## src/hw/rtl/cnf3_clause_parser_macros.svh

```systemverilog
// Assertion macros shared by the clause parser RTL.
// Assertions are clocked on clk_i and disabled while rst_ni is low.
`ifndef CNF3_CLAUSE_PARSER_MACROS_SVH
`define CNF3_CLAUSE_PARSER_MACROS_SVH

`ifndef ASSERT_OFF
`define CNF3_ASSERT(lbl, prop) \
  lbl: assert property (@(posedge clk_i) disable iff (!rst_ni) prop) \
    else $error("clause parser assertion failed");
`define CNF3_ASSERT_IMP(lbl, ante, cons) \
  `CNF3_ASSERT(lbl, (ante) |-> (cons))
`define CNF3_ASSERT_NEXT(lbl, ante, cons) \
  `CNF3_ASSERT(lbl, (ante) |=> (cons))
`else
`define CNF3_ASSERT(lbl, prop)
`define CNF3_ASSERT_IMP(lbl, ante, cons)
`define CNF3_ASSERT_NEXT(lbl, ante, cons)
`endif

`endif

```

## src/hw/rtl/cnf3_pkg.sv

```systemverilog
// Types and constants of the 3-CNF clause parser.
// Used by cnf3_step and cnf3_clause_parser; depends on nothing.
package cnf3_pkg;

  typedef enum logic [14:0] {
    POS_START  = 15'h0001,
    POS_VAR0   = 15'h0002,
    POS_VAR1   = 15'h0004,
    POS_VAR2   = 15'h0008,
    POS_NEGB0  = 15'h0010,
    POS_NEGB1  = 15'h0020,
    POS_NEGB2  = 15'h0040,
    POS_LET0   = 15'h0080,
    POS_LET1   = 15'h0100,
    POS_LET2   = 15'h0200,
    POS_SEP0   = 15'h0400,
    POS_SEP1   = 15'h0800,
    POS_CLOSE  = 15'h1000,
    POS_AFTER  = 15'h2000,
    POS_REOPEN = 15'h4000
  } pos_e;

  localparam logic [7:0] NEG_FIRST  = 8'hC2;
  localparam logic [7:0] NEG_SECOND = 8'hAC;
  localparam logic [7:0] CH_SEP     = 8'h76;
  localparam logic [7:0] CH_OPEN    = 8'h28;
  localparam logic [7:0] CH_CLOSE   = 8'h29;
  localparam logic [7:0] CH_AND     = 8'h5E;
  localparam logic [7:0] CH_NUL     = 8'h00;

  localparam logic [1:0] KIND_CLAUSE = 2'd0;
  localparam logic [1:0] KIND_ACCEPT = 2'd1;
  localparam logic [1:0] KIND_ERROR  = 2'd2;

  localparam logic [2:0] ERR_NONE      = 3'd0;
  localparam logic [2:0] ERR_VARIABLE  = 3'd1;
  localparam logic [2:0] ERR_SEP       = 3'd2;
  localparam logic [2:0] ERR_CLOSE     = 3'd3;
  localparam logic [2:0] ERR_OPEN      = 3'd4;
  localparam logic [2:0] ERR_TRAILING  = 3'd5;

  typedef struct packed {
    pos_e       pos;
    logic       neg_pend;
    logic [7:0] let0;
    logic [7:0] let1;
    logic       neg0;
    logic       neg1;
    logic       drain;
  } parse_state_t;

  typedef struct packed {
    logic       valid;
    logic [1:0] kind;
    logic [2:0] err;
    logic [7:0] let0;
    logic       neg0;
    logic [7:0] let1;
    logic       neg1;
    logic [7:0] let2;
    logic       neg2;
  } result_t;

  localparam parse_state_t PARSE_RESET = '{
    pos: POS_START, neg_pend: 1'b0, let0: 8'h00, let1: 8'h00,
    neg0: 1'b0, neg1: 1'b0, drain: 1'b0
  };

endpackage

```

## src/hw/rtl/cnf3_step.sv

```systemverilog
// Next-state and result logic for one text byte of the clause parser.
// Purely combinational; uses types and constants from cnf3_pkg.
module cnf3_step import cnf3_pkg::*; (
  input  parse_state_t cur_i,
  input  logic [7:0]   byte_i,
  output parse_state_t nxt_o,
  output result_t      res_o
);

  logic       is_ws;
  logic       is_letter;
  logic       fail;
  logic [2:0] fail_code;
  logic       take;
  logic [1:0] idx;
  pos_e       let_pos;

  assign is_ws = (byte_i == 8'h20) || (byte_i >= 8'h09 && byte_i <= 8'h0D);
  assign is_letter = (byte_i >= 8'h41 && byte_i <= 8'h5A) ||
                     (byte_i >= 8'h61 && byte_i <= 8'h7A);

  // literal slot of the current position
  always_comb begin
    idx     = 2'd0;
    let_pos = POS_LET0;
    if (cur_i.pos == POS_VAR1 || cur_i.pos == POS_NEGB1 || cur_i.pos == POS_LET1) begin
      idx     = 2'd1;
      let_pos = POS_LET1;
    end else if (cur_i.pos == POS_VAR2 || cur_i.pos == POS_NEGB2 ||
                 cur_i.pos == POS_LET2) begin
      idx     = 2'd2;
      let_pos = POS_LET2;
    end
  end

  always_comb begin
    nxt_o     = cur_i;
    res_o     = '0;
    fail      = 1'b0;
    fail_code = ERR_NONE;
    take      = 1'b0;

    if (cur_i.drain) begin
      if (byte_i == CH_NUL) begin
        nxt_o = PARSE_RESET;
      end
    end else begin
      case (cur_i.pos)
        POS_NEGB0, POS_NEGB1, POS_NEGB2: begin
          if (byte_i == NEG_SECOND) begin
            nxt_o.neg_pend = 1'b1;
            nxt_o.pos      = let_pos;
          end else begin
            fail      = 1'b1;
            fail_code = ERR_VARIABLE;
          end
        end
        POS_VAR0, POS_VAR1, POS_VAR2: begin
          if (is_ws) begin
          end else if (byte_i == NEG_FIRST) begin
            case (idx)
              2'd0:    nxt_o.pos = POS_NEGB0;
              2'd1:    nxt_o.pos = POS_NEGB1;
              default: nxt_o.pos = POS_NEGB2;
            endcase
          end else if (is_letter) begin
            take = 1'b1;
          end else begin
            fail      = 1'b1;
            fail_code = ERR_VARIABLE;
          end
        end
        POS_LET0, POS_LET1, POS_LET2: begin
          if (is_ws) begin
          end else if (is_letter) begin
            take = 1'b1;
          end else begin
            fail      = 1'b1;
            fail_code = ERR_VARIABLE;
          end
        end
        POS_SEP0, POS_SEP1: begin
          if (is_ws) begin
          end else if (byte_i == CH_SEP) begin
            nxt_o.pos = (cur_i.pos == POS_SEP0) ? POS_VAR1 : POS_VAR2;
          end else begin
            fail      = 1'b1;
            fail_code = ERR_SEP;
          end
        end
        POS_CLOSE: begin
          if (is_ws) begin
          end else if (byte_i == CH_CLOSE) begin
            nxt_o.pos = POS_AFTER;
          end else begin
            fail      = 1'b1;
            fail_code = ERR_CLOSE;
          end
        end
        POS_AFTER: begin
          if (is_ws) begin
          end else if (byte_i == CH_AND) begin
            nxt_o.pos = POS_REOPEN;
          end else if (byte_i == CH_NUL) begin
            res_o.valid = 1'b1;
            res_o.kind  = KIND_ACCEPT;
            nxt_o       = PARSE_RESET;
          end else begin
            fail      = 1'b1;
            fail_code = ERR_TRAILING;
          end
        end
        POS_REOPEN: begin
          if (is_ws) begin
          end else if (byte_i == CH_OPEN) begin
            nxt_o.pos = POS_VAR0;
          end else begin
            fail      = 1'b1;
            fail_code = ERR_OPEN;
          end
        end
        default: begin
          // start of text: no whitespace allowed before the first clause
          if (byte_i == CH_OPEN) begin
            nxt_o.pos = POS_VAR0;
          end else begin
            fail      = 1'b1;
            fail_code = ERR_OPEN;
          end
        end
      endcase

      if (take) begin
        nxt_o.neg_pend = 1'b0;
        case (idx)
          2'd0: begin
            nxt_o.let0 = byte_i;
            nxt_o.neg0 = cur_i.neg_pend;
            nxt_o.pos  = POS_SEP0;
          end
          2'd1: begin
            nxt_o.let1 = byte_i;
            nxt_o.neg1 = cur_i.neg_pend;
            nxt_o.pos  = POS_SEP1;
          end
          default: begin
            // third letter: emit the clause before the closing bracket is seen
            res_o.valid = 1'b1;
            res_o.kind  = KIND_CLAUSE;
            res_o.let0  = cur_i.let0;
            res_o.neg0  = cur_i.neg0;
            res_o.let1  = cur_i.let1;
            res_o.neg1  = cur_i.neg1;
            res_o.let2  = byte_i;
            res_o.neg2  = cur_i.neg_pend;
            nxt_o.pos   = POS_CLOSE;
          end
        endcase
      end

      if (fail) begin
        res_o.valid = 1'b1;
        res_o.kind  = KIND_ERROR;
        res_o.err   = fail_code;
        if (byte_i == CH_NUL) begin
          nxt_o = PARSE_RESET;
        end else begin
          nxt_o.drain = 1'b1;
        end
      end
    end
  end

endmodule

```

## src/hw/rtl/cnf3_clause_parser.sv

```systemverilog
// Top level of the 3-CNF clause parser: input register, step logic, result register.
// Depends on cnf3_pkg, cnf3_step and cnf3_clause_parser_macros.svh.
//
// Usage:
//   The input channel (in_valid_i, in_stall_o, text_byte_i) takes one byte of
//   formula text per item; a zero byte ends the text. The output channel
//   (out_valid_o, out_stall_i and the result fields) gives at most one result
//   per byte: a clause when its third letter arrives, an accept on the
//   terminator, or one error per text, after which bytes are dropped up to
//   the terminator.
//   A byte taken is held in the input register and parsed from there; its
//   result, if any, is registered in the result register and valid from then on.
//   Throughput: one byte per cycle while the receiver does not stall; the parser
//   state is a single one-hot position register plus two held literals and flags.
//   When the receiver stalls, a held result stays put and the byte in the
//   input register waits, whether or not it gives a result; in_stall_o is
//   high while that register is occupied and the held result is stalled.
//   Items stay in order and none is dropped.
//   Reset (rst_ni low, asynchronous) empties both registers and returns the
//   parser to the start of a text.
`include "cnf3_clause_parser_macros.svh"

module cnf3_clause_parser import cnf3_pkg::*; (
  input  logic       clk_i,
  input  logic       rst_ni,
  input  logic       in_valid_i,
  output logic       in_stall_o,
  input  logic [7:0] text_byte_i,
  output logic       out_valid_o,
  input  logic       out_stall_i,
  output logic [1:0] kind_o,
  output logic [2:0] error_code_o,
  output logic [7:0] first_letter_o,
  output logic       first_negated_o,
  output logic [7:0] second_letter_o,
  output logic       second_negated_o,
  output logic [7:0] third_letter_o,
  output logic       third_negated_o
);

  logic         stage_valid_q, stage_valid_d;
  logic [7:0]   byte_q;
  parse_state_t state_q;
  parse_state_t state_nxt;
  result_t      res;
  result_t      out_q;
  logic         out_valid_q, out_valid_d;
  logic         proc;
  logic         load;

  cnf3_step u_step (
    .cur_i  (state_q),
    .byte_i (byte_q),
    .nxt_o  (state_nxt),
    .res_o  (res)
  );

  // process the held byte when the result register is free or draining
  assign proc       = stage_valid_q && (!out_valid_q || !out_stall_i);
  assign in_stall_o = stage_valid_q && !proc;
  assign load       = in_valid_i && !in_stall_o;

  always_comb begin
    stage_valid_d = stage_valid_q;
    if (load) begin
      stage_valid_d = 1'b1;
    end else if (proc) begin
      stage_valid_d = 1'b0;
    end
  end

  always_comb begin
    out_valid_d = out_valid_q;
    if (proc && res.valid) begin
      out_valid_d = 1'b1;
    end else if (out_valid_q && !out_stall_i) begin
      out_valid_d = 1'b0;
    end
  end

  always_ff @(posedge clk_i or negedge rst_ni) begin
    if (!rst_ni) begin
      stage_valid_q <= 1'b0;
      out_valid_q   <= 1'b0;
      state_q       <= PARSE_RESET;
    end else begin
      stage_valid_q <= stage_valid_d;
      out_valid_q   <= out_valid_d;
      if (proc) begin
        state_q <= state_nxt;
      end
    end
  end

  always_ff @(posedge clk_i) begin
    if (load) begin
      byte_q <= text_byte_i;
    end
    if (proc && res.valid) begin
      out_q <= res;
    end
  end

  assign out_valid_o      = out_valid_q;
  assign kind_o           = out_q.kind;
  assign error_code_o     = out_q.err;
  assign first_letter_o   = out_q.let0;
  assign first_negated_o  = out_q.neg0;
  assign second_letter_o  = out_q.let1;
  assign second_negated_o = out_q.neg1;
  assign third_letter_o   = out_q.let2;
  assign third_negated_o  = out_q.neg2;

  `CNF3_ASSERT_IMP(a_clause_no_err, out_valid_o && kind_o == KIND_CLAUSE,
                   error_code_o == ERR_NONE)
  `CNF3_ASSERT_IMP(a_other_no_lits, out_valid_o && kind_o != KIND_CLAUSE,
                   first_letter_o == 8'h00 && second_letter_o == 8'h00 &&
                   third_letter_o == 8'h00 && !first_negated_o &&
                   !second_negated_o && !third_negated_o)
  `CNF3_ASSERT_NEXT(a_error_drains,
                    proc && res.valid && res.kind == KIND_ERROR && byte_q != CH_NUL,
                    state_q.drain)
  `CNF3_ASSERT_IMP(a_empty_no_stall, !stage_valid_q, !in_stall_o)
  `CNF3_ASSERT_NEXT(a_load_fills, load, stage_valid_q)
  `CNF3_ASSERT_IMP(a_out_reg_valid, out_valid_o, out_q.valid)

endmodule
```

## config.mk

```make
export PLATFORM = sky130hd
export DESIGN_NAME = cnf3_clause_parser
export DESIGN_NICKNAME = d
export VERILOG_FILES = /design/src/hw/rtl/cnf3_pkg.sv /design/src/hw/rtl/cnf3_step.sv /design/src/hw/rtl/cnf3_clause_parser.sv
export VERILOG_INCLUDE_DIRS = /design/src /design/src/hw/rtl
export SDC_FILE = /design/constraint.sdc
export NUM_CORES = 1
export LEC_CHECK = 0
export BUFFER_PORTS_ARGS = -buffer_cell sky130_fd_sc_hd__buf_2
export CORE_MARGIN = 8
export CORE_UTILIZATION = 33
export CTS_CLUSTER_DIAMETER = 120
export DETAILED_ROUTE_END_ITERATION = 16
export PLACE_DENSITY = 0.53
export REMOVE_ABC_BUFFERS = 1
export SLEW_MARGIN = 20
export SYNTH_ARGS = -nofsm -noshare
export SYNTH_HDL_FRONTEND = slang
export SYNTH_SLANG_ARGS = --single-unit
```

## constraint.sdc

```tcl
create_clock -name clk_i -period 8.34 [get_ports clk_i]
set_input_delay 0.417 -clock clk_i [delete_from_list [all_inputs] [get_ports clk_i]]
set_output_delay 0.417 -clock clk_i [all_outputs]
set_load 0.01 [all_outputs]
```

; Yosys cells after proc, flatten, opt, wreduce, memory -nomap -nowiden
; Cells that the tools add are included.
[classes]
n_addsub = 0
mul = 0
n_div = 0
n_lt_le_gt_ge = 6
eq_ne = 23
n_shift = 0
n_mux = 87
n_bitwise = 2
reduce_logical = 32
[ops]
columns = op, count
row1 = 35-bit two-way mux, 9
row2 = 15-bit two-way mux, 10
row3 = 15-bit case mux with 7 select lines, 1
row4 = 34-bit two-way mux, 2
row5 = 27-bit two-way mux, 2
row6 = 3-bit two-way mux, 15
row7 = 33-bit two-way mux, 1
row8 = 1-bit two-way mux, 29
row9 = 13-bit case mux with 2 select lines, 1
row10 = 8-bit by 6-bit == test with 1-bit output (second input constant), 3
row11 = 3-bit case mux with 7 select lines, 1
row12 = 20-bit two-way mux, 1
row13 = 19-bit two-way mux, 1
row14 = 8-bit by 7-bit == test with 1-bit output (second input constant), 2
row15 = 8-bit == test (second input constant), 2
row16 = 8-bit by 7-bit greater-or-equal comparator with 1-bit output (second input constant), 2
row17 = 8-bit by 7-bit <= comparator with 1-bit output (second input constant), 2
row18 = 16-bit two-way mux, 1
row19 = 8-bit two-way mux, 2
row20 = 15-bit by 10-bit == test with 1-bit output (second input constant), 1
row21 = 15-bit by 11-bit == test with 1-bit output (second input constant), 1
row22 = 15-bit by 12-bit == test with 1-bit output (second input constant), 1
row23 = 15-bit by 13-bit == test with 1-bit output (second input constant), 1
row24 = 15-bit by 14-bit == test with 1-bit output (second input constant), 1
row25 = other kinds (31), 58
[word_totals]
register_bits = 77
latchBits = 0
ramBits = 0
mem_bits_ro = 0
input_bits = 12
output_inout_bits = 34
mem_count = 0

; Depth between registers and ports, before layout
; Gate-level depths: netlist of the first run.
[depth]
depth_word = 14
mapped_depth = 9
mapped_depth_nobuf = 8

; Modules after synthesis
; Synthesis of the first run repeated with hierarchy kept, for this count alone.
[hier_totals]
cells_unflattened = 412
hier_area_um2 = 4410.5
[by_module_without_submodules]
columns = module, n_inst, cells_per_inst, area_each_um2, seq_area_each_um2
row1 = cnf3_clause_parser, 1, 124, 2736.4, 2128.3
row2 = cnf3_step, 1, 288, 1674.1, 0.0

; Least setup slack after synthesis of the first run
; Ideal clock, no wire load.
[synth_path]
kind = register to register
startpoint = reg state_q[29] (netlist name)
endpoint = reg out_q (netlist bit error_code_o[0]), enable pin
setup_time_ps = 443
arrival_ps = 3894
slack_ps = 4004
stages_incl_launch_ff = 8
path_buffers = 0
synth_period_minus_slack_ps = 4336
cell_sequence = dfrtp_1 or4_1 nor4_2 nand3b_1 a41o_1 o2111ai_2 o21ai_0 a31oi_1
[synth_between]
elab_chain_len = 12
elab_cells_between_ends = 37
classes_between = eq/ne: 15 / mux: 11 / reduce/logical: 11
[synth_lines]
columns = item, line_no
row1 = start: declaration, cnf3_clause_parser.sv:43  ; parse_state_t state_q;
row2 = start signal: assignment, cnf3_clause_parser.sv:90  ; state_q <= state_nxt;
row3 = 15-bit by 4-bit == test with 1-bit output / 15-bit by 7-bit == test with 1-bit output (equally long branches), "cnf3_step.sv:29, cnf3_step.sv:48"
row4 = 1-bit logical OR (2 in series), cnf3_step.sv:29  ; end else if (cur_i.pos == POS_VAR2 || cur_i.pos == POS_NEGB2 ||
row5 = 2-bit two-way mux, cnf3_step.sv:29
row6 = 2-bit two-way mux, cnf3_step.sv:26  ; if (cur_i.pos == POS_VAR1 || cur_i.pos == POS_NEGB1 || cur_i.pos == POS_LET1) begin
row7 = 2-bit by 1-bit == test with 1-bit output / 2-bit zero test (equally long branches), cnf3_step.sv:135  ; case (idx)
row8 = 2-bit OR reduction (no source line), --
row9 = 3-bit two-way mux, cnf3_step.sv:135
row10 = 3-bit two-way mux, cnf3_step.sv:133  ; if (take) begin
row11 = 6-bit two-way mux (*), cnf3_step.sv:161  ; if (fail) begin
row12 = 33-bit two-way mux (*), cnf3_step.sv:43  ; if (cur_i.drain) begin
row13 = 1-bit logical AND (*), cnf3_clause_parser.sv:99  ; if (proc && res.valid) begin
row14 = end signal: assignment, cnf3_clause_parser.sv:100  ; out_q <= res;
row15 = end: declaration, cnf3_clause_parser.sv:46  ; result_t out_q;
; Mark *: on every way between the ends. The rest lies on a longest branch, timed or not. The select of a mux whose other input is x is not followed.
; A chain may end at the register's enable or synchronous reset.

; Worst setup path after layout of the first run
[layout_path]
startpoint = reg state_q[25] (netlist name)
endpoint = reg out_q (netlist bit first_letter_o[1]), enable pin
; The elaborated chain is that of the path after synthesis.

==> results of run 1 <==
==> worst max path at each step <==
stage | end | slack (ns) | depth (start not counted)
3_5_place_dp | first_letter_o[0]$_SDFFCE_PP0P_ | 4.50 | 7
3_3_place_gp | third_letter_o[7]$_SDFFCE_PP0P_ | 4.57 | 7
5_1_grt | first_letter_o[1]$_SDFFCE_PP0P_ | 4.44 | 8
6_report | first_letter_o[1]$_SDFFCE_PP0P_ | 4.76 | 8
4_1_cts | second_letter_o[7]$_SDFFCE_PP0P_ | 4.49 | 7
2_1_floorplan | error_code_o[0]$_SDFFCE_PP0P_ | 4.00 | 7
==> critical path: cells and delay by family, from the launching register on <==
family,cells,cell delay [ns]
buffers and inverters,1,0.23
and+or+nand+nor,3,1.41
DFF,1,0.44
AOI/OAI and AO/OA,4,1.19
==> metrics by stage <==
stage                     util (%)  instances  worst slack (ns)  cell area (sq um)
after detailed placement     36.59        513             4.500               4106
after floorplan                  -        324             4.004               3680
after global placement       36.59        513             4.566               4106
final                        39.51        530             4.759               4434
after global routing         39.51        530             4.444               4434
after CTS                    39.26        529             4.486               4407
==> sequential cells by signal, indices dropped and copies added (netlist names) <==
name	cells
byte_q	8
error_code_o	3
first_letter_o	8
first_negated_o	1
kind_o	2
out_valid_o	1
second_letter_o	8
second_negated_o	1
stage_valid_q	1
state_q	35
third_letter_o	8
third_negated_o	1
==> layer usage <==
| metal | GRT usage, % | share of wire, % | vias up |
|---|---|---|---|
| li1 | - | - | 1352 |
| met1 | 19.52 | 46 | 1390 |
| met2 | 21.22 | 46 | 92 |
| met3 | 3.266 | 6.7 | 10 |
| met4 | 6.245 | 1.7 | 0 |
| met5 | 0 | 0 | - |
==> kinds of logic (layout without fill, tap and decap cells) <==
group,count (synthesis),after routing
buffers and inverters,20,68
AOI/OAI and AO/OA,72,72
and+or+nand+nor,163,163
xor gates and xnor gates,5,5
other,1,1
DFF,77,77
muxes,1,1
==> layout make-up <==
class                   count  area, sq um  share of cell area [%]
flip-flops and latches     77         2128                   48.00
multi-input cells         242         1548                   34.90
repair buffers             47        260.3                   5.869
clock buffers              10        229.0                   5.164
well taps                 143        178.9                   4.035
clock inverters             6        71.32                   1.608
inverters                   5        18.77                  0.4233
==> cells in the final DEF (no fill, tap or decap), drive strengths merged, types with 3 or more instances in the layout <==
cell     instances
o2bb2ai          5
nand2           28
o21ai           12
nor4bb           3
or3              5
nand3           20
inv              7
nand3b           5
clkbuf          10
buf             47
nor2            29
nand2b           4
a22o            21
a21oi           12
dfrtp           36
and4             3
nor4             7
xor2             4
a21o             4
a31oi            3
nor3             4
and2            28
nor2b            4
nand4b           3
edfxtp          40
nand4            4
and3             6
or4              4
==> power by group <==
part	internal [mW]	switching (mW)
sequential	0.404	0.00882
clock	0.235	0.164
combinational	0.00930	0.0188
total	0.648	0.191
==> run_results.csv, run 1 <==
group,metric,value,unit
floorplan,io_pins,46,
clock_tree,cts_sinks,77,
drt,antenna_left,0,
critical_path,r2r-start,"state_q[25]$_DFFE_PN0P_",
synthesis,post_synth.cell_area_avg,11.04,sq um
synthesis,synth_top_flop_cell,"edfxtp_1",
clock_tree,cts_resized,0,
synthesis,synth_mux_area_share,0.3008,%
layout,n_antenna_cell,0,
layout,fillers,1121,
floorplan,die_height,122.5,um
timing,fmax,279.2,MHz
place,hpwlAfterDp,7312,um
clock_tree,numCtsBuffers,9,
timing,period_share,42.94,%
timing,final_hold_viol_count,0,
synthesis,ys_top_cells_by_area,"edfxtp_1 (32%), dfrtp_1 (24%), a22o_1 (4.9%)",
drt,route.detailed.drc,0,
critical_path,startpoint_type,"register",
drt,totalWireLength,10040,um
floorplan,start_util,33.36,%
synthesis,synth_simple_gate_area_share,25.10,%
place,port-buffer-count,45,
critical_path,worst_path_max_delay_cell,"or4_1",
synthesis,synth_common_cells,"edfxtp_1 (40), dfrtp_1 (36), and2_1 (28), nor2_1 (28), nand2_1 (27)",
synthesis,synth-seq-cells,77,
place,globalplace.congestion,0.8694,
timing,grt_setup_unrepaired,"false",
timing,slew_viol_final,0,
layout,layout-drive-gt1-share,20.93,%
synthesis,synth_top_family_by_area,"simple AND/OR/NAND/NOR gates",
critical_path,rr_endpoint,"first_letter_o[1]$_SDFFCE_PP0P_",
clock_tree,clockBufferDepth,2,
critical_path,path_max_fanout,22,
clock_tree,cts_tree,"done",
synthesis,async_flop_share,48.05,%
global_route,grt_start_max_net_pins,38,
critical_path,max_stage_delay,0.68,ns
synthesis,synthAdderAreaFrac,0,%
synthesis,synth-xor-area-share,1.170,%
clock_tree,htreeDepth,3,
floorplan,core_area,0.01122,sq mm
drt,via_per_inst,5.366,
timing,skew,0.01041,ns
timing,timing.hold.ws,0.1963,ns
drt,drtIter0Drc,275,
critical_path,path_cells,"or4_1, nor4_1, nand3_1, a41o_1, o2111ai_2, o21ai_0, a31oi_4, buf_16",
pwr,p_leak,1.768,nW
clock_tree,cts_hold_buf,0,
critical_path,worstPathArrival,3.62,ns
floorplan,dieWidth,122.5,um
floorplan,dieArea,0.01501,sq mm
status,status,"completed",
critical_path,ff2ff_setup_slack,4.76,ns
synthesis,yosys_warnings,0,
hold_path,min_path_type,"in -> async",
drt,drt-wirelength-per-cell,18.94,um
critical_path,cp_data_required_time,8.38,ns
layout,syn_to_final_growth,18.45,%
global_route,grt.total_usage,14.27,%
pwr,power,839.4,uW
clock_tree,clockRootBuffer,"clkbuf_16",
synthesis,yosysTopAreaCell,"edfxtp_1",
synthesis,synth_top_area_share,32.09,%
synthesis,synth_most_common_cell,"edfxtp_1",
drt,dr.pass1.iters,4,
timing,period_needed,3.581,ns
timing,tightestPinTransition,0.8608,ns
synthesis,netlist_area,0.003744,sq mm
pwr,ir_drop,0.1182,mV
critical_path,startpoint,"state_q[25]$_DFFE_PN0P_",
job,drv_cap,0,
global_route,grt_pass1_wl,16300,um
global_route,grt_pass1_vias,2798,
global_route,antenna_found_initial,0,
synthesis,ys_seq_area_share,56.85,%
critical_path,ff2ff_path_depth,8,
synthesis,synth_edf_count,40,
floorplan,rows,39,
clock_tree,cts_setup_buffers,0,
synthesis,ys_types,57,
timing,max_slew_margin,42.01,%
clock_tree,clk_pin_slew_worst_paths,0.07,ns
global_route,grt_overflow,0,
layout,layout.nets,394,
critical_path,criticalPathCategory,"reg -> reg",
timing,setup_tns,0,ns
timing,finalSetupViolations,0,
drt,via_count,2844,
synthesis,synth-compound-area-share,14.27,%
clock_tree,clkLatencyLatePin,0.34,ns
pwr,power_density,189.3,mW/mm^2
critical_path,end_kind,"register",
synthesis,synthCells,339,
Power figures use the tool's default switching activity.
==> run 2: changes to the inputs <==
--- a/config.mk
+++ b/config.mk
@@ -6,12 +6,13 @@
 export SDC_FILE = /design/constraint.sdc
 export NUM_CORES = 1
 export LEC_CHECK = 0
+export ABC_AREA = 1
 export BUFFER_PORTS_ARGS = -buffer_cell sky130_fd_sc_hd__buf_2
 export CORE_MARGIN = 8
 export CORE_UTILIZATION = 33
 export CTS_CLUSTER_DIAMETER = 120
 export DETAILED_ROUTE_END_ITERATION = 16
-export PLACE_DENSITY = 0.53
+export PLACE_DENSITY = 0.52
 export REMOVE_ABC_BUFFERS = 1
 export SLEW_MARGIN = 20
 export SYNTH_ARGS = -nofsm -noshare
==> constraint.sdc (replaced) <==
create_clock -name clk_i -period 3.53 [get_ports clk_i]
set_input_delay 0.1765 -clock clk_i [delete_from_list [all_inputs] [get_ports clk_i]]
set_output_delay 0.1765 -clock clk_i [all_outputs]
set_load 0.01 [all_outputs]
==> run 2 against run 1 <==
Synthesized cell count grew 99%. Fmax grew 20%. Total power grew 130%. Flip-flop and latch count is the same. Clock power grew 120%. Setup slack lost 4.2 ns. Hold slack lost 0.18 ns. Critical path depth grew 5. Critical path type unchanged. Largest power group unchanged.
==> run_results.csv, run 2 <==
group,metric,value,unit
timing,period_needed,2.982,ns
layout,layout.nets,736,
layout,n_antenna_cell,0,
timing,setup_tns,0,ns
drt,route.detailed.drc,0,
hold_path,min_path_type,"in -> reg",
floorplan,dieWidth,140.1,um
layout,layout-drive-gt1-share,18.52,%
place,hpwlAfterDp,10520,um
global_route,grt_pass1_wl,23110,um
layout,regMostFlops,"state_q",
timing,timing.hold.ws,0.01216,ns
synthesis,synth_top_area_share,23.65,%
clock_tree,cts_setup_buffers,0,
synthesis,ys_types,34,
floorplan,die_height,140.1,um
critical_path,startpoint_type,"register",
pwr,clockPowerShare,46.8,%
synthesis,yosys_warnings,0,
hold_path,min_to,"byte_q[1]$_DFFE_PP_",
timing,slew_viol_final,0,
drt,antenna_left,0,
critical_path,ff2ff_path_depth,13,
timing,tightestPinTransition,0.9077,ns
synthesis,netlist_area,0.005080,sq mm
synthesis,ys_top_cells_by_area,"edfxtp_1 (24%), dfrtp_1 (18%), nand2_1 (14%)",
synthesis,async_flop_share,48.05,%
timing,fmax,335.4,MHz
drt,drt-wirelength-per-cell,15.65,um
critical_path,r2r-start,"state_q[20]$_DFFE_PN1P_",
global_route,grt.total_usage,14.92,%
floorplan,rows,45,
status,status,"completed",
global_route,grt_pass1_vias,4401,
timing,max_slew_margin,39.49,%
timing,period_share,84.46,%
timing,finalSetupViolations,0,
drt,totalWireLength,14350,um
global_route,grt_start_max_net_pins,38,
clock_tree,clkLatencyLatePin,0.35,ns
layout,final_common_cell,"nand2_1",
synthesis,ys_seq_area_share,41.90,%
timing,final_hold_viol_count,0,
global_route,grt_overflow,0,
pwr,power.switching,456.4,uW
critical_path,cp_data_required_time,3.58,ns
job,drv_cap,0,
place,port-buffer-count,45,
pwr,internal_power,1.453,mW
critical_path,rr_endpoint,"third_letter_o[7]$_SDFFCE_PP0P_",
synthesis,synthCells,676,
synthesis,yosysTopAreaCell,"edfxtp_1",
floorplan,io_pins,46,
timing,skew,0.009675,ns
clock_tree,htreeDepth,3,
floorplan,start_util,33.54,%
layout,largest_reg_flops,35,
critical_path,end_kind,"register",
synthesis,synth_top_flop_cell,"edfxtp_1",
pwr,p_leak,2.618,nW
clock_tree,cts_tree,"done",
pwr,power_density,328.4,mW/mm^2
drt,via_per_inst,4.979,
hold_path,hold_depth,1,
drt,dr.pass1.iters,5,
clock_tree,cts_sinks,77,
synthesis,synth_most_common_cell,"nand2_1",
synthesis,synth_common_cells,"nand2_1 (193), nor2_1 (82), inv_1 (72)",
pwr,switching_share,23.91,%
drt,via_count,4566,
synthesis,synth-seq-cells,77,
clock_tree,clk_pin_slew_worst_paths,0.07,ns
clock_tree,clockRootBuffer,"clkbuf_16",
critical_path,criticalPathCategory,"reg -> reg",
critical_path,worstPathArrival,3.03,ns
pwr,power,1.909,mW
hold_path,hp-start,"text_byte_i[1]",
clock_tree,clockBufferDepth,2,
synthesis,synth_edf_count,40,
clock_tree,cts_resized,0,
floorplan,dieArea,0.01962,sq mm
critical_path,path_max_fanout,23,
clock_tree,numCtsBuffers,9,
floorplan,core_area,0.01515,sq mm
global_route,antenna_found_initial,0,
pwr,seqPwrFrac,50.2,%
layout,layout_common_cells,"nand2_1 (193), nor2_1 (81), inv_1 (72)",
timing,grt_setup_unrepaired,"false",
critical_path,ff2ff_setup_slack,0.55,ns
place,globalplace.congestion,0.9309,
synthesis,post_synth.cell_area_avg,7.515,sq um
drt,drtIter0Drc,330,
pwr,combPwrFrac,3.0,%
layout,syn_to_final_growth,14.43,%
pwr,ir_drop,0.2184,mV
## run 2: logic make-up (layout without fill, tap and decap cells)
kind of cell | after synthesis | count (layout) | share of synthesized area, %
DFF | 77 | 77 | 41.90
and+or+nand+nor | 421 | 421 | 41.60
AOI/OAI and AO/OA | 75 | 75 | 7.808
other | 1 | 1 | 0.07382
buffers and inverters | 102 | 155 | 8.620
## run 2: power groups by stage
| stage | clock network [mW] | registers (mW) | logic, mW |
|---|---|---|---|
| 2_1_floorplan | 0 | 0.974 | 0.0283 |
| 3_3_place_gp | 0 | 0.977 | 0.0525 |
| 3_5_place_dp | 0 | 0.977 | 0.0531 |
| 4_1_cts | 0.923 | 0.959 | 0.0557 |
| 5_1_grt | 0.962 | 0.959 | 0.0652 |
| 6_report | 0.893 | 0.959 | 0.0571 |
## run 2: worst max path at each step
stage / startpoint / cells past startpoint / slack (ns) / to
2_1_floorplan: byte_q[0]$_DFFE_PP_ / 7 / 0.42 / state_q[10]$_DFFE_PN0P_
3_3_place_gp: state_q[20]$_DFFE_PN1P_ / 13 / 0.61 / third_letter_o[6]$_SDFFCE_PP0P_
3_5_place_dp: state_q[20]$_DFFE_PN1P_ / 13 / 0.56 / second_letter_o[6]$_SDFFCE_PP0P_
4_1_cts: state_q[20]$_DFFE_PN1P_ / 13 / 0.54 / second_letter_o[4]$_SDFFCE_PP0P_
5_1_grt: state_q[20]$_DFFE_PN1P_ / 13 / 0.33 / third_letter_o[7]$_SDFFCE_PP0P_
6_report: state_q[20]$_DFFE_PN1P_ / 13 / 0.55 / third_letter_o[7]$_SDFFCE_PP0P_
## run 2: cell type report
cell class / instances / area, sq um
Timing Repair Buffer: 57 / 342.8
Inverter: 82 / 307.8
Fill cell: 1584 / 9333
Multi-Input combinational cell: 497 / 2516
Tap cell: 188 / 235.2
Sequential cell: 77 / 2128
Clock buffer: 9 / 225.2
Clock inverter: 7 / 57.56
## run 2: metal layers
layer  vias to the layer above  share of wire, %  global-route usage [%]  wire length, um
met2                       113                47                   24.66             6694
met1                      2132                47                   18.87             6752
li1                       2304                 -                       -                -
met3                        17               4.7                   3.194              681
met5                         -                 0                       0                0
met4                         0               1.5                   5.314              221
## run 2: what timing repair did
action	in CTS	in global routing
hold endpoints to repair	7	3
setup endpoints to repair	0	0
hold buffers	3	3
## run 2: stage by stage
step / utilization (%) / std cells / instance area (sq um) / setup WS (ns)
3_5_place_dp: 36.12 / 895 / 5470 / 0.5570
4_1_cts: 38.18 / 914 / 5783 / 0.5404
5_1_grt: 38.38 / 917 / 5813 / 0.3260
6_report: 38.38 / 917 / 5813 / 0.5485
3_3_place_gp: 36.12 / 895 / 5470 / 0.6111
2_1_floorplan: - / 656 / 4950 / 0.4207
## run 2: critical path, stage by stage (launching register included)
cell and delay [ns]:
dfstp_2 0.56, nor2_2 0.05, nand2_2 0.20, nor2_8 0.09, nand3_4 0.16, nand2_1 0.09
nor2_2 0.18, nand3_4 0.24, nand3_2 0.20, nand2_2 0.10, nand2_1 0.09, nand2_1 0.07
inv_1 0.40, buf_12 0.24
==> run 3: changes to the inputs <==
--- a/config.mk
+++ b/config.mk
@@ -6,13 +6,13 @@
 export SDC_FILE = /design/constraint.sdc
 export NUM_CORES = 1
 export LEC_CHECK = 0
-export ABC_AREA = 1
+export ABC_AREA = 0
 export BUFFER_PORTS_ARGS = -buffer_cell sky130_fd_sc_hd__buf_2
 export CORE_MARGIN = 8
 export CORE_UTILIZATION = 33
 export CTS_CLUSTER_DIAMETER = 120
 export DETAILED_ROUTE_END_ITERATION = 16
-export PLACE_DENSITY = 0.52
+export PLACE_DENSITY = 0.55
 export REMOVE_ABC_BUFFERS = 1
 export SLEW_MARGIN = 20
 export SYNTH_ARGS = -nofsm -noshare
==> constraint.sdc (replaced) <==
create_clock -name clk_i -period 2.42 [get_ports clk_i]
set_input_delay 0.121 -clock clk_i [delete_from_list [all_inputs] [get_ports clk_i]]
set_output_delay 0.121 -clock clk_i [all_outputs]
set_load 0.01 [all_outputs]
==> run 3 against run 2 <==
The run now ends with setup timing left. Flip-flop and latch count stayed put. Clock-buffer cell count grew 1. Core utilization increased by 13 points. Setup slack lost 0.93 ns. Critical path depth fell by 5. Register-to-register slack worse by 0.93 ns. First-iteration DRC count is 37% lower. Global-route usage rose by 1.5 points. Die area shrank 24%. Sequential power is 46% higher.
==> run_results.csv, run 3 (synthesis gave the netlist of run 1 again) <==
group,metric,value,unit
status,status,"finished, violations left",
status,violations,"setup timing",
timing,setup_tns,-25.33,ns
layout,layout-drive-gt1-share,51.29,%
place,hpwlAfterDp,8493,um
global_route,grt.total_usage,16.40,%
drt,via_per_inst,5.113,
timing,period_share,115.9,%
clock_tree,clockBufferDepth,2,
hold_path,min_path_type,"in -> reg",
layout,regArea,0.002128,sq mm
layout,layout_common_cells,"buf_4 (86), buf_2 (45), edfxtp_1 (40)",
timing,grt_setup_unrepaired,"true",
timing,final_hold_viol_count,0,
pwr,p_leak,2.479,nW
floorplan,dieArea,0.01501,sq mm
floorplan,io_pins,46,
layout,multi_input_area,0.001928,sq mm
critical_path,ff2ff_path_depth,8,
floorplan,die_height,122.5,um
global_route,grt_start_max_net_pins,38,
floorplan,rows,39,
drt,dr.pass1.iters,4,
timing,period_needed,2.806,ns
clock_tree,cts_tree,"done",
clock_tree,clk_pin_slew_worst_paths,0.06,ns
timing,fmax,356.4,MHz
critical_path,cp_data_required_time,2.65,ns
drt,route.detailed.drc,0,
layout,layout.nets,510,
global_route,antenna_found_initial,0,
clock_tree,clkLatencyLatePin,0.34,ns
layout,n_antenna_cell,0,
place,post-place-ws,-0.5676,ns
critical_path,worstPathArrival,3.03,ns
timing,setup_ws,-0.3855,ns
pwr,power_density,522.8,mW/mm^2
critical_path,path_max_fanout,7,
critical_path,startpoint_type,"register",
global_route,grt_pass1_wl,18630,um
timing,finalSetupViolations,94,
timing,tightestPinTransition,0.8708,ns
clock_tree,cts_sinks,77,
critical_path,end_kind,"register",
global_route,grt_pass1_vias,3430,
floorplan,core_area,0.01122,sq mm
layout,final_common_cell,"buf_4",
layout,fin_util,51.79,%
floorplan,start_util,33.36,%
drt,antenna_left,0,
critical_path,criticalPathCategory,"reg -> reg",
drt,via_count,3303,
clock_tree,clockRootBuffer,"clkbuf_16",
pwr,ir_drop,0.2485,mV
global_route,grt_overflow,0,
timing,slew_viol_final,0,
job,drv_cap,0,
timing,skew,0.006336,ns
place,port-buffer-count,45,
layout,syn_to_final_growth,55.28,%
clock_tree,numCtsBuffers,9,
drt,drt-wirelength-per-cell,18.19,um
floorplan,dieWidth,122.5,um
drt,drtIter0Drc,207,
timing,max_slew_margin,41.95,%
layout,regMostFlops,"state_q",
pwr,power,3.039,mW
layout,fillers,1017,
place,globalplace.congestion,0.9306,
hold_path,hold_depth,2,
drt,totalWireLength,11750,um
layout,largest_reg_flops,35,
clock_tree,htreeDepth,3,
## run 3: path summary, 6_finish.rpt
| path | slack (ns) | start | end |
|---|---|---|---|
| hold reg to reg | 0.49 | state_q[9]$_DFFE_PN0P_ | state_q[9]$_DFFE_PN0P_ |
| setup / recovery | -0.39 | byte_q[2]$_DFFE_PP_ | state_q[26]$_DFFE_PN0P_ |
| min in group asynchronous | 0.44 | rst_ni | state_q[17]$_DFFE_PN0P_ |
| setup reg to reg | -0.39 | byte_q[2]$_DFFE_PP_ | state_q[26]$_DFFE_PN0P_ |
| max in group asynchronous | 1.43 | rst_ni | stage_valid_q$_DFFE_PN0P_ |
| hold / removal | 0.06 | out_stall_i | out_valid_o$_DFFE_PN0P_ |
## run 3: worst max-delay path: stages (launching register included)
cell and delay [ns]:
edfxtp_1 0.38, or4_4 0.54, or4_4 0.46, and3_4 0.18
or3b_4 0.39, nor2_4 0.11, nand4_1 0.11, a31o_4 0.28
a22o_1 0.24
## run 3: layout make-up
class / instances / area share, %
flip-flops and latches: 77 / 36.61
inverters: 5 / 0.3229
repair buffers: 163 / 21.39
clock buffers: 10 / 4.111
well taps: 143 / 3.078
clock inverters: 6 / 1.313
multi-input cells: 242 / 33.17
## run 3: timing repair
action | in CTS | in global routing
pin swaps | 64 | 13
setup endpoints to repair | 97 | 97
gates resized for setup | 96 | 23
hold buffers | 10 | 0
cloned | 3 | 0
buffers inserted | 13 | 5
hold endpoints to repair | 45 | 0
## run 3: per-stage QoR
stage | instance area [sq um] | instances | hold slack, ns
6_report | 5813 | 646 | 0.06083
5_1_grt | 5813 | 646 | 0.06755
4_1_cts | 5713 | 645 | 0.04583
3_5_place_dp | 4835 | 605 | 0.2972
3_3_place_gp | 4835 | 605 | 0.2754
2_1_floorplan | 3680 | 324 | -0.1746
## run 3: routing by layer
metal / up-vias / share of wire, % / global-route usage (%)
li1: 1587 / - / -
met1: 1616 / 44 / 20.53
met2: 77 / 49 / 26.92
met3: 23 / 3.8 / 2.254
met4: 0 / 2.9 / 9.063
met5: - / 0 / 0
## run 3: report_power, final
| group | internal [mW] | total (mW) | switching (mW) |
|---|---|---|---|
| clock network | 0.846 | 1.43 | 0.581 |
| registers | 1.39 | 1.40 | 0.00957 |
| logic | 0.105 | 0.213 | 0.108 |
| total | 2.34 | 3.04 | 0.699 |
